===== src/hw/rtl/isp_pkg.sv =====
// Shared definitions for the idle state predictor.
// Holds the default ring depth, the depth thresholds, register indexes
// and the divider status type; depends on nothing.
package isp_pkg;

  localparam int unsigned RingDepthDef = 16;

  localparam logic [31:0] LevelShallowUs = 32'd10;
  localparam logic [31:0] LevelMediumUs  = 32'd100;
  localparam logic [31:0] LevelLongUs    = 32'd500;

  localparam logic [1:0] RegPredictEnable = 2'd0;
  localparam logic [1:0] RegNormalMax     = 2'd1;
  localparam logic [1:0] RegDeepMax       = 2'd2;

  typedef struct packed {
    logic busy;
    logic done;
  } isp_div_stat_t;

endpackage


===== src/hw/rtl/idle_state_predictor.sv =====
// Top level of the idle state predictor: sequencer, history ring, totals,
// configuration registers and output register. Depends on isp_pkg and isp_div.
//
// Channel    Direction  Handshake                     Payload
// s_axis     in         s_axis_tvalid / s_axis_tready tdata, tuser
// m_axis     out        m_axis_tvalid / m_axis_tready tdata
// apb        in         psel, penable, pwrite, pready paddr, pwdata, prdata
//
// The serial divider forms the average one quotient bit per cycle.
// The block takes no new item until the previous one is in the output
// register; a waiting result stalls the sequencer in its last step only.
// Reset is asynchronous; the history ring itself is not cleared.
module idle_state_predictor #(
  parameter int unsigned RING_DEPTH = isp_pkg::RingDepthDef
) (
  input  logic         clk_i,
  input  logic         rst_ni,
  input  logic         s_axis_tvalid,
  output logic         s_axis_tready,
  input  logic [31:0]  s_axis_tdata,   // episode length in us
  input  logic [1:0]   s_axis_tuser,   // deep_request, restart
  output logic         m_axis_tvalid,
  input  logic         m_axis_tready,
  output logic [167:0] m_axis_tdata,   // target_depth, average_us, idle_total_us,
                                       // wakeup_total, zero padding
  input  logic         psel,
  input  logic         penable,
  input  logic         pwrite,
  input  logic [3:0]   paddr,
  input  logic [31:0]  pwdata,
  output logic [31:0]  prdata,
  output logic         pready
);
  import isp_pkg::*;

  localparam int unsigned FillW = $clog2(RING_DEPTH + 1);
  localparam int unsigned SlotW = (RING_DEPTH > 1) ? $clog2(RING_DEPTH) : 1;
  localparam int unsigned SumW  = 32 + FillW;

  localparam logic [2:0] S_IDLE  = 3'd0;
  localparam logic [2:0] S_START = 3'd1;
  localparam logic [2:0] S_WAIT  = 3'd2;
  localparam logic [2:0] S_SUB   = 3'd3;
  localparam logic [2:0] S_ADD   = 3'd4;
  localparam logic [2:0] S_OUT   = 3'd5;

  logic [2:0]       state_q, state_d;
  logic             pred_en_q;
  logic [2:0]       normal_max_q, deep_max_q;
  logic [SlotW-1:0] slot_q, slot_d;
  logic [FillW-1:0] fill_q, fill_d;
  logic [SumW-1:0]  sum_q, sum_d;
  logic [63:0]      idle_q, idle_d;
  logic [63:0]      wakeup_q, wakeup_d;
  logic [31:0]      dur_q;
  logic             deep_q, restart_q;
  logic [31:0]      avg_q, avg_d;
  logic [31:0]      rd_q;
  logic [31:0]      hist_mem [RING_DEPTH];
  logic             out_valid_q;
  logic [167:0]     out_data_q;
  logic             in_accept, full, div_start, out_load;
  logic [2:0]       proposal, limit, depth;
  logic [31:0]      quotient;
  isp_div_stat_t    div_stat;

  // Configuration port
  assign pready = 1'b1;

  always_ff @(posedge clk_i or negedge rst_ni) begin
    if (!rst_ni) begin
      pred_en_q    <= 1'b1;
      normal_max_q <= 3'd3;
      deep_max_q   <= 3'd6;
    end else if (psel && penable && pwrite) begin
      case (paddr[3:2])
        RegPredictEnable: pred_en_q    <= pwdata[0];
        RegNormalMax:     normal_max_q <= pwdata[2:0];
        RegDeepMax:       deep_max_q   <= pwdata[2:0];
        default: ;
      endcase
    end
  end

  always_comb begin
    case (paddr[3:2])
      RegPredictEnable: prdata = {31'd0, pred_en_q};
      RegNormalMax:     prdata = {29'd0, normal_max_q};
      RegDeepMax:       prdata = {29'd0, deep_max_q};
      default:          prdata = '0;
    endcase
  end

  // Sequencer
  assign s_axis_tready = (state_q == S_IDLE);
  assign in_accept     = s_axis_tvalid && s_axis_tready;
  assign full          = (fill_q == FillW'(RING_DEPTH));
  assign div_start     = (state_q == S_START) && pred_en_q && (fill_q != '0);
  assign out_load      = (state_q == S_OUT) && (!out_valid_q || m_axis_tready);

  always_comb begin
    state_d  = state_q;
    slot_d   = slot_q;
    fill_d   = fill_q;
    sum_d    = sum_q;
    idle_d   = idle_q;
    wakeup_d = wakeup_q;
    avg_d    = avg_q;
    case (state_q)
      S_IDLE: begin
        if (in_accept) begin
          state_d = S_START;
          if (s_axis_tuser[1]) begin
            slot_d = '0;
            fill_d = '0;
            sum_d  = '0;
          end
        end
      end
      S_START: begin
        if (div_start) begin
          state_d = S_WAIT;
        end else begin
          avg_d   = '0;
          state_d = S_SUB;
        end
      end
      S_WAIT: begin
        if (div_stat.done) begin
          avg_d   = quotient;
          state_d = S_SUB;
        end
      end
      S_SUB: begin
        state_d = S_ADD;
        if (!restart_q) begin
          if (full) begin
            sum_d = sum_q - SumW'(rd_q);
          end else begin
            fill_d = fill_q + FillW'(1);
          end
        end
      end
      S_ADD: begin
        state_d = S_OUT;
        if (!restart_q) begin
          sum_d    = sum_q + SumW'(dur_q);
          slot_d   = (slot_q == SlotW'(RING_DEPTH - 1)) ? '0 : slot_q + SlotW'(1);
          idle_d   = idle_q + 64'(dur_q);
          wakeup_d = wakeup_q + 64'd1;
        end
      end
      S_OUT: begin
        if (out_load) begin
          state_d = S_IDLE;
        end
      end
      default: state_d = S_IDLE;
    endcase
  end

  always_ff @(posedge clk_i or negedge rst_ni) begin
    if (!rst_ni) begin
      state_q  <= S_IDLE;
      slot_q   <= '0;
      fill_q   <= '0;
      sum_q    <= '0;
      idle_q   <= '0;
      wakeup_q <= '0;
    end else begin
      state_q  <= state_d;
      slot_q   <= slot_d;
      fill_q   <= fill_d;
      sum_q    <= sum_d;
      idle_q   <= idle_d;
      wakeup_q <= wakeup_d;
    end
  end

  always_ff @(posedge clk_i) begin
    avg_q <= avg_d;
    if (in_accept) begin
      dur_q     <= s_axis_tdata;
      deep_q    <= s_axis_tuser[0];
      restart_q <= s_axis_tuser[1];
    end
  end

  // History ring
  always_ff @(posedge clk_i) begin
    if (state_q == S_START) begin
      rd_q <= hist_mem[slot_q];
    end
    if (state_q == S_ADD && !restart_q) begin
      hist_mem[slot_q] <= dur_q;
    end
  end

  isp_div #(
    .SumW (SumW),
    .CntW (FillW)
  ) u_div (
    .clk_i      (clk_i),
    .rst_ni     (rst_ni),
    .start_i    (div_start),
    .dividend_i (sum_q),
    .divisor_i  (fill_q),
    .quotient_o (quotient),
    .stat_o     (div_stat)
  );

  // Depth choice; an average of zero also gives the empty-window proposal of one.
  always_comb begin
    if (avg_q < LevelShallowUs) begin
      proposal = 3'd1;
    end else if (avg_q < LevelMediumUs) begin
      proposal = 3'd2;
    end else if (avg_q < LevelLongUs) begin
      proposal = 3'd3;
    end else begin
      proposal = 3'd4;
    end
    limit = deep_q ? deep_max_q : normal_max_q;
    depth = (proposal > limit) ? limit : proposal;
  end

  // Output register
  always_ff @(posedge clk_i or negedge rst_ni) begin
    if (!rst_ni) begin
      out_valid_q <= 1'b0;
    end else if (out_load) begin
      out_valid_q <= 1'b1;
    end else if (m_axis_tready) begin
      out_valid_q <= 1'b0;
    end
  end

  always_ff @(posedge clk_i) begin
    if (out_load) begin
      out_data_q <= {5'd0, wakeup_q, idle_q, avg_q, depth};
    end
  end

  assign m_axis_tvalid = out_valid_q;
  assign m_axis_tdata  = out_data_q;

  // Checks
  a_fill_bound: assert property (@(posedge clk_i) disable iff (!rst_ni)
    fill_q <= FillW'(RING_DEPTH))
    else $error("Fill count beyond the ring depth.");

  a_empty_sum: assert property (@(posedge clk_i) disable iff (!rst_ni)
    (fill_q == '0) |-> (sum_q == '0))
    else $error("Window sum not zero with an empty window.");

  a_accept_busy: assert property (@(posedge clk_i) disable iff (!rst_ni)
    in_accept |=> !s_axis_tready)
    else $error("Item taken while the previous one is still at work.");

  a_wakeup_step: assert property (@(posedge clk_i) disable iff (!rst_ni)
    !$stable(wakeup_q) |-> ($past(state_q) == S_ADD) && !$past(restart_q))
    else $error("Wakeup count moved outside the recording step.");

endmodule


===== src/hw/rtl/isp_div.sv =====
// Restoring divider for the history average, one quotient bit per cycle.
// Depends on isp_pkg for its status type.
module isp_div #(
  parameter int unsigned SumW = 37,
  parameter int unsigned CntW = 5
) (
  input  logic                  clk_i,
  input  logic                  rst_ni,
  input  logic                  start_i,
  input  logic [SumW-1:0]       dividend_i,
  input  logic [CntW-1:0]       divisor_i,
  output logic [31:0]           quotient_o,
  output isp_pkg::isp_div_stat_t stat_o
);
  import isp_pkg::*;

  localparam int unsigned StepW = $clog2(SumW + 1);

  logic [SumW-1:0]  quo_q, quo_d;
  logic [CntW-1:0]  rem_q, rem_d;
  logic [CntW-1:0]  div_q;
  logic [StepW-1:0] step_q, step_d;
  logic             done_q, done_d;
  logic [CntW:0]    trial;
  logic             fits;

  assign trial = {rem_q, quo_q[SumW-1]};
  assign fits  = trial >= {1'b0, div_q};

  always_comb begin
    quo_d  = quo_q;
    rem_d  = rem_q;
    step_d = step_q;
    done_d = 1'b0;
    if (start_i) begin
      quo_d  = dividend_i;
      rem_d  = '0;
      step_d = StepW'(SumW);
    end else if (step_q != '0) begin
      quo_d  = {quo_q[SumW-2:0], fits};
      rem_d  = fits ? CntW'(trial - {1'b0, div_q}) : trial[CntW-1:0];
      step_d = step_q - StepW'(1);
      done_d = (step_q == StepW'(1));
    end
  end

  always_ff @(posedge clk_i or negedge rst_ni) begin
    if (!rst_ni) begin
      step_q <= '0;
      done_q <= 1'b0;
    end else begin
      step_q <= step_d;
      done_q <= done_d;
    end
  end

  always_ff @(posedge clk_i) begin
    quo_q <= quo_d;
    rem_q <= rem_d;
    if (start_i) begin
      div_q <= divisor_i;
    end
  end

  assign quotient_o  = quo_q[31:0];
  assign stat_o.busy = (step_q != '0);
  assign stat_o.done = done_q;

endmodule

===== config.mk =====
export PLATFORM = sky130hd
export DESIGN_NAME = idle_state_predictor
export DESIGN_NICKNAME = d
export VERILOG_FILES = /design/src/hw/rtl/isp_pkg.sv /design/src/hw/rtl/idle_state_predictor.sv /design/src/hw/rtl/isp_div.sv
export SDC_FILE = /design/constraint.sdc
export NUM_CORES = 1
export LEC_CHECK = 0
export ABC_AREA = 1
export BUFFER_PORTS_ARGS = -buffer_cell sky130_fd_sc_hd__buf_2
export CORE_AREA = 5 5 350 352
export CTS_CLUSTER_SIZE = 20
export DETAILED_ROUTE_END_ITERATION = 12
export DIE_AREA = 0 0 355 357
export PLACE_DENSITY = 0.55
export RECOVER_POWER = 25
export SYNTH_ARGS = -nofsm -noshare
export SYNTH_HDL_FRONTEND = slang
export SYNTH_HIERARCHICAL = 1
export SYNTH_SLANG_ARGS = --single-unit

===== constraint.sdc =====
create_clock -name clk_i -period 19.05 [get_ports clk_i]
set_input_delay 0 -clock clk_i [delete_from_list [all_inputs] [get_ports clk_i]]
set_output_delay 0 -clock clk_i [all_outputs]
set_load 0.01 [all_outputs]

; After elaboration in Yosys (flattened, before gate mapping)
; Memories as Yosys holds them, arrays and structs flattened. A register that Yosys moved wholly into a read port is not among the register bits.
; Cells that the tools add are included.
; Widths: inputs -> output; s select.
[op_classes]
add_sub_neg = 8
order_cmp = 5
eq_ne = 19
n_mux = 41
bitwise = 1
reduce_logical = 29
[op_table]
columns = cell, n
row1 = $mux 37, 7
row2 = $pmux 37 s3, 1
row3 = $add 64x1->64 const B, 1
row4 = $add 64x32->64, 1
row5 = $mux 32, 2
row6 = $pmux 32 s2, 1
row7 = $add 37x32->37, 1
row8 = $sub 37x32->37, 1
row9 = $lt 32x4->1 const B, 1
row10 = $lt 32x7->1 const B, 1
row11 = $lt 32x9->1 const B, 1
row12 = $mux 5, 5
row13 = $mux 3, 8
row14 = $pmux 3 s6, 1
row15 = $mux 4, 4
row16 = $mux 6, 2
row17 = $ne 2x2->1 const B, 6
row18 = $pmux 5 s2, 1
row19 = $reduce_bool 2->1, 5
row20 = $pmux 3 s3, 1
row21 = $pmux 4 s2, 1
row22 = $reduce_and 2->1, 4
row23 = $logic_and 1x1->1, 7
row24 = $mux 1, 7
row25 = 27 further kinds, 33
[word_totals]
regBits = 468
mem_bits_rw = 512
inputBits = 77
out_inout_bits = 203
elab_cells = 124
n_memories = 1
[mem_list]
columns = memory, words, word_bits, read_ports, rd_ports_with_merged_regs, wr, line_no
row1 = hist_mem, 16, 32, 1, 1, 1, idle_state_predictor.sv:59  ; logic [31:0] hist_mem [RING_DEPTH];

; Longest topological paths before layout
[depth]
word_depth = 6
mapped_depth = 24
depth_no_buf = 24

; Hierarchy
; The synthesis kept the hierarchy.
[by_module_without_submodules]
columns = module, instances, cells_per_inst, area_per_inst_um2, seq_area_each_um2
row1 = idle_state_predictor, 1, 4528, 44458.9, 27848.0
row2 = isp_div, 1, 303, 2819.0, 1536.5

; Least setup slack after synthesis
; Ideal clock, no wire load.
[synth_timing]
kind = register to register
startpoint = register state_q[1]
endpoint = register out_data_q[0], in the netlist m_axis_tdata[0] (enable)
setup_time_ps = 687
arrival_ps = 7476
required_time_ps = 18363
slack_ps = 10887
path_stages_with_launch = 4
path_buffers = 0
period_less_slack_ps = 8163
cell_sequence = dfrtp_1 nor3_1 inv_1 nor2_1
[synth_between]
elab_chain_len = 2
[synth_rtl]
columns = element, line_no
row1 = "start, declared", idle_state_predictor.sv:47  ; logic [2:0] state_q, state_d;
row2 = "start signal, assigned", idle_state_predictor.sv:171  ; state_q <= state_d;
row3 = $eq 3x3->1, idle_state_predictor.sv:99  ; assign out_load = (state_q == S_OUT) && (!out_valid_q || m_axis_tready);
row4 = $logic_and 1x1->1, idle_state_predictor.sv:99
row5 = named net out_load, idle_state_predictor.sv:62  ; logic in_accept, full, div_start, out_load;
row6 = "end signal, assigned", idle_state_predictor.sv:240  ; out_data_q <= {5'd0, wakeup_q, idle_q, avg_q, depth};
row7 = "end, declared", idle_state_predictor.sv:61  ; logic [167:0] out_data_q;
; The timed path passes the listed nets, and every way through them passes these cells.
; A chain may end at the register's enable or synchronous reset.

==> results_dict.tcl <==
set metrics [dict create \
    status "complete, but fails checks" \
    violations "capacitance limit, slew limit" \
    cts_resized 0 \
    met3_usage_pct 2.82 \
    synth_area_per_cell_um2 9.79 \
    met2_usage_pct 33.7 \
    synth-seq-cells 1012 \
    dieWidth_um 355 \
    leakage_nw 21.6 \
    synth_largest_area_cell "edfxtp_1" \
    hold_viol_final 0 \
    combPwrFrac_pct 29.0 \
    drt_wl_total_um 131000 \
    path_max_fanout 59 \
    synth.cell_area_um2 47300 \
    drc 0 \
    io_buffer_count 213 \
    first_global_vias 32400 \
    clkSlewWorstSetupHoldPaths_ns 0.06 \
    synthCells 4831 \
    grt_busiest_layer "met2" \
    clockBufferDepth 3 \
    clk_latency_ns 0.70 \
    die_h_um 357 \
    ys_warn_count 6 \
    maxSlewHeadroom_pct -145 \
    io_pins 280 \
    clock_sinks 1012 \
    grt_use_met1_pct 28.2 \
    core_um2 119000 \
    ys_top_cells_by_area "edfxtp_1 (52%), nand2_1 (10%), dfrtp_1 (9.9%), nor2_1 (4.9%), o21ai_0 (3.9%)" \
    min_path_type "in2reg" \
    antenna_found_initial 0 \
    rows 127 \
    place_congestion 0.939 \
    synth_top_cell_area_share_pct 51.8 \
    hold_buffers 70 \
    cp.required_ns 19.30 \
    cts_setup_buffers 0 \
    hpwlAfterDp_um 85600 \
    grt_max_degree 129 \
    fmax_mhz 187 \
    routed_via_density 5.06 \
    endpoint_kind "asynchronous set/reset pin" \
    synth-edff-count 815 \
    swShare_pct 35.7 \
    yosysMostFrequentCell "nand2_1" \
    areaGrowthSynthToFinish_pct 14.6 \
    post-route-period-util_pct 28.1 \
    p_per_area_nw_per_um2 134 \
    clockRootBuffer "clkbuf_16" \
    grt_usage_pct 20.2 \
    cap_violations 2 \
    final_net_count 5270 \
    setup-violations-final 0 \
    min_period_ns 5.35 \
    start_kind "primary input" \
    switching_power_w 0.00259 \
    drt_pass1_iterations 6 \
    ys_types 56 \
    vdd_ir_drop_max_mv 0.124 \
    finalSetupTns_ns 0 \
    dieArea_um2 127000 \
    routedWlPerCell_um 19.4 \
    final_layout_size_suffix_gt1_share_pct 9.47 \
    fin_worst_skew_ns 0.0210 \
    cts_tree "done" \
    drv_slew 107 \
    initial_core_util_pct 39.7 \
    final_core_util_pct 45.5 \
    synthFlopType "edfxtp_1" \
    arrival_ns 5.60 \
    pre_cts_slack_ns 14.92 \
    fin_ws_ns 13.70 \
    grt_pass1_wl_um 198000 \
    worst_pin_slew_ns 3.68 \
    synth-async-reset-ratio_pct 19.0 \
    ys_seq_area_share_pct 62.2 \
    crit_type "in2async" \
    vias 34100 \
    ant_nets 0 \
    grt.overflow.total 0 \
    intPower_w 0.00465 \
    clkPwrFrac_pct 29.4 \
    drt_iter0_markers 2805 \
    ys_top_cells_by_count "nand2_1 (1269), edfxtp_1 (815), nor2_1 (617)" \
    h-tree-depth 3 \
    cts_buffers 108 \
    pwr-share-seq_pct 41.5 \
    rsz0062_at_grt "no" \
]
-- flip-flops by register name (all words and copies together) (netlist names), 3 cells and up --
register      cells
hist_mem        512
m_axis_tdata    163
idle_q           64
wakeup_q         64
sum_q            37
u_div/quo_q      37
avg_q            32
dur_q            32
rd_q             32
u_div/step_q      6
fill_q            5
u_div/div_q       5
u_div/rem_q       5
slot_q            4
deep_max_q        3
normal_max_q      3
state_q           3
-- final cells by class --
type,instances,area [µm²]
fillers,11400,64800
flip-flops and latches,1012,29400
multi-input cells,3169,15300
clock buffers,135,2920
repair buffers,337,2110
well taps,1548,1940
inverters,475,1790
clock inverters,69,707
diodes,2,5.00
-- logic make-up after synthesis --
kind of cell	Yosys count	share of synthesized area [%]
AO/OA/AOI/OAI	614	6.95
AND/OR/NAND/NOR	2332	20.6
multiplexers	1	0.0238
adder cells (fa/ha/maj)	90	2.43
buffers and inverters	683	6.05
flip-flops	1012	62.2
XOR/XNOR	97	1.80
other	2	0.0159
-- through the flow --
step / total power (W) / area (µm²) / instances / hold WS, ns
finish: 0.00724 / 54200 / 6747 / 0.0505
CTS: 0.00730 / 54300 / 6745 / 0.00236
global placement: 0.00512 / 50000 / 6471 / 0.127
global route: 0.00768 / 54200 / 6745 / 0.0192
detailed placement: 0.00514 / 50000 / 6471 / 0.131
floorplan: 0.00450 / 47400 / 4864 / -0.296
-- cells in the final DEF, fill, tap and decap left out, drive strengths merged, types with 3 or more instances in the layout --
cell / synthesis / final
o21bai: 9 / 9
clkbuf: 106 / 164
and3: 4 / 4
or2: 5 / 5
inv: 474 / 476
xnor2: 34 / 34
and2: 8 / 8
fa: 3 / 3
clkinvlp: 0 / 6
dlygate4sd3: 0 / 69
dfxtp: 5 / 5
nand2: 1277 / 1277
o22ai: 129 / 129
clkinv: 1 / 52
dfstp: 5 / 5
bufinv: 0 / 10
nand3: 193 / 193
nor3: 83 / 83
edfxtp: 815 / 815
nand3b: 36 / 36
o21ai: 384 / 384
nand4: 83 / 83
dfrtp: 187 / 187
nor4: 8 / 8
buf: 102 / 239
a21oi: 81 / 81
nor2: 632 / 632
ha: 87 / 87
xor2: 63 / 63
conb: 2 / 35
-- worst paths after layout --
kind,slack [ns],from,cells past startpoint,end
max,13.70,rst_ni,4,idle_q[19]$_DFFE_PN0P_
min,0.05,s_axis_tdata[25],2,dur_q[25]$_DFFE_PP_
max reg2reg,14.92,rd_q[0]$_DFFE_PP_,18,sum_q[20]$_DFFE_PN0P_
min reg2reg,0.45,avg_q[16]$_SDFFCE_PP0P_,0,m_axis_tdata[19]$_DFFE_PP_
max in group clk_i,14.92,rd_q[0]$_DFFE_PP_,18,sum_q[20]$_DFFE_PN0P_
min in group asynchronous,1.67,rst_ni,3,idle_q[33]$_DFFE_PN0P_
-- layer usage --
| layer | share of wire [%] | up-vias |
|---|---|---|
| met2 | 47 | 856 |
| met1 | 46 | 16400 |
| met4 | 1.8 | 0 |
| li1 | - | 16700 |
| met3 | 5.4 | 151 |
| met5 | 0 | - |
-- power groups by stage --
stage	combinational (W)	sequential, W	clock [W]
after floorplan	0.00149	0.00301	0
after global placement	0.00208	0.00304	0
after detailed placement	0.00209	0.00305	0
after CTS	0.00211	0.00301	0.00218
after global routing	0.00237	0.00304	0.00227
final	0.00210	0.00301	0.00213
-- worst max-delay path, stage by stage --
cell           delay, ns
dlygate4sd3_1       0.51
dlygate4sd3_1       0.54
clkbuf_1            2.55
clkbuf_1            1.96
Note: power is estimated with default switching activity, not from simulation.
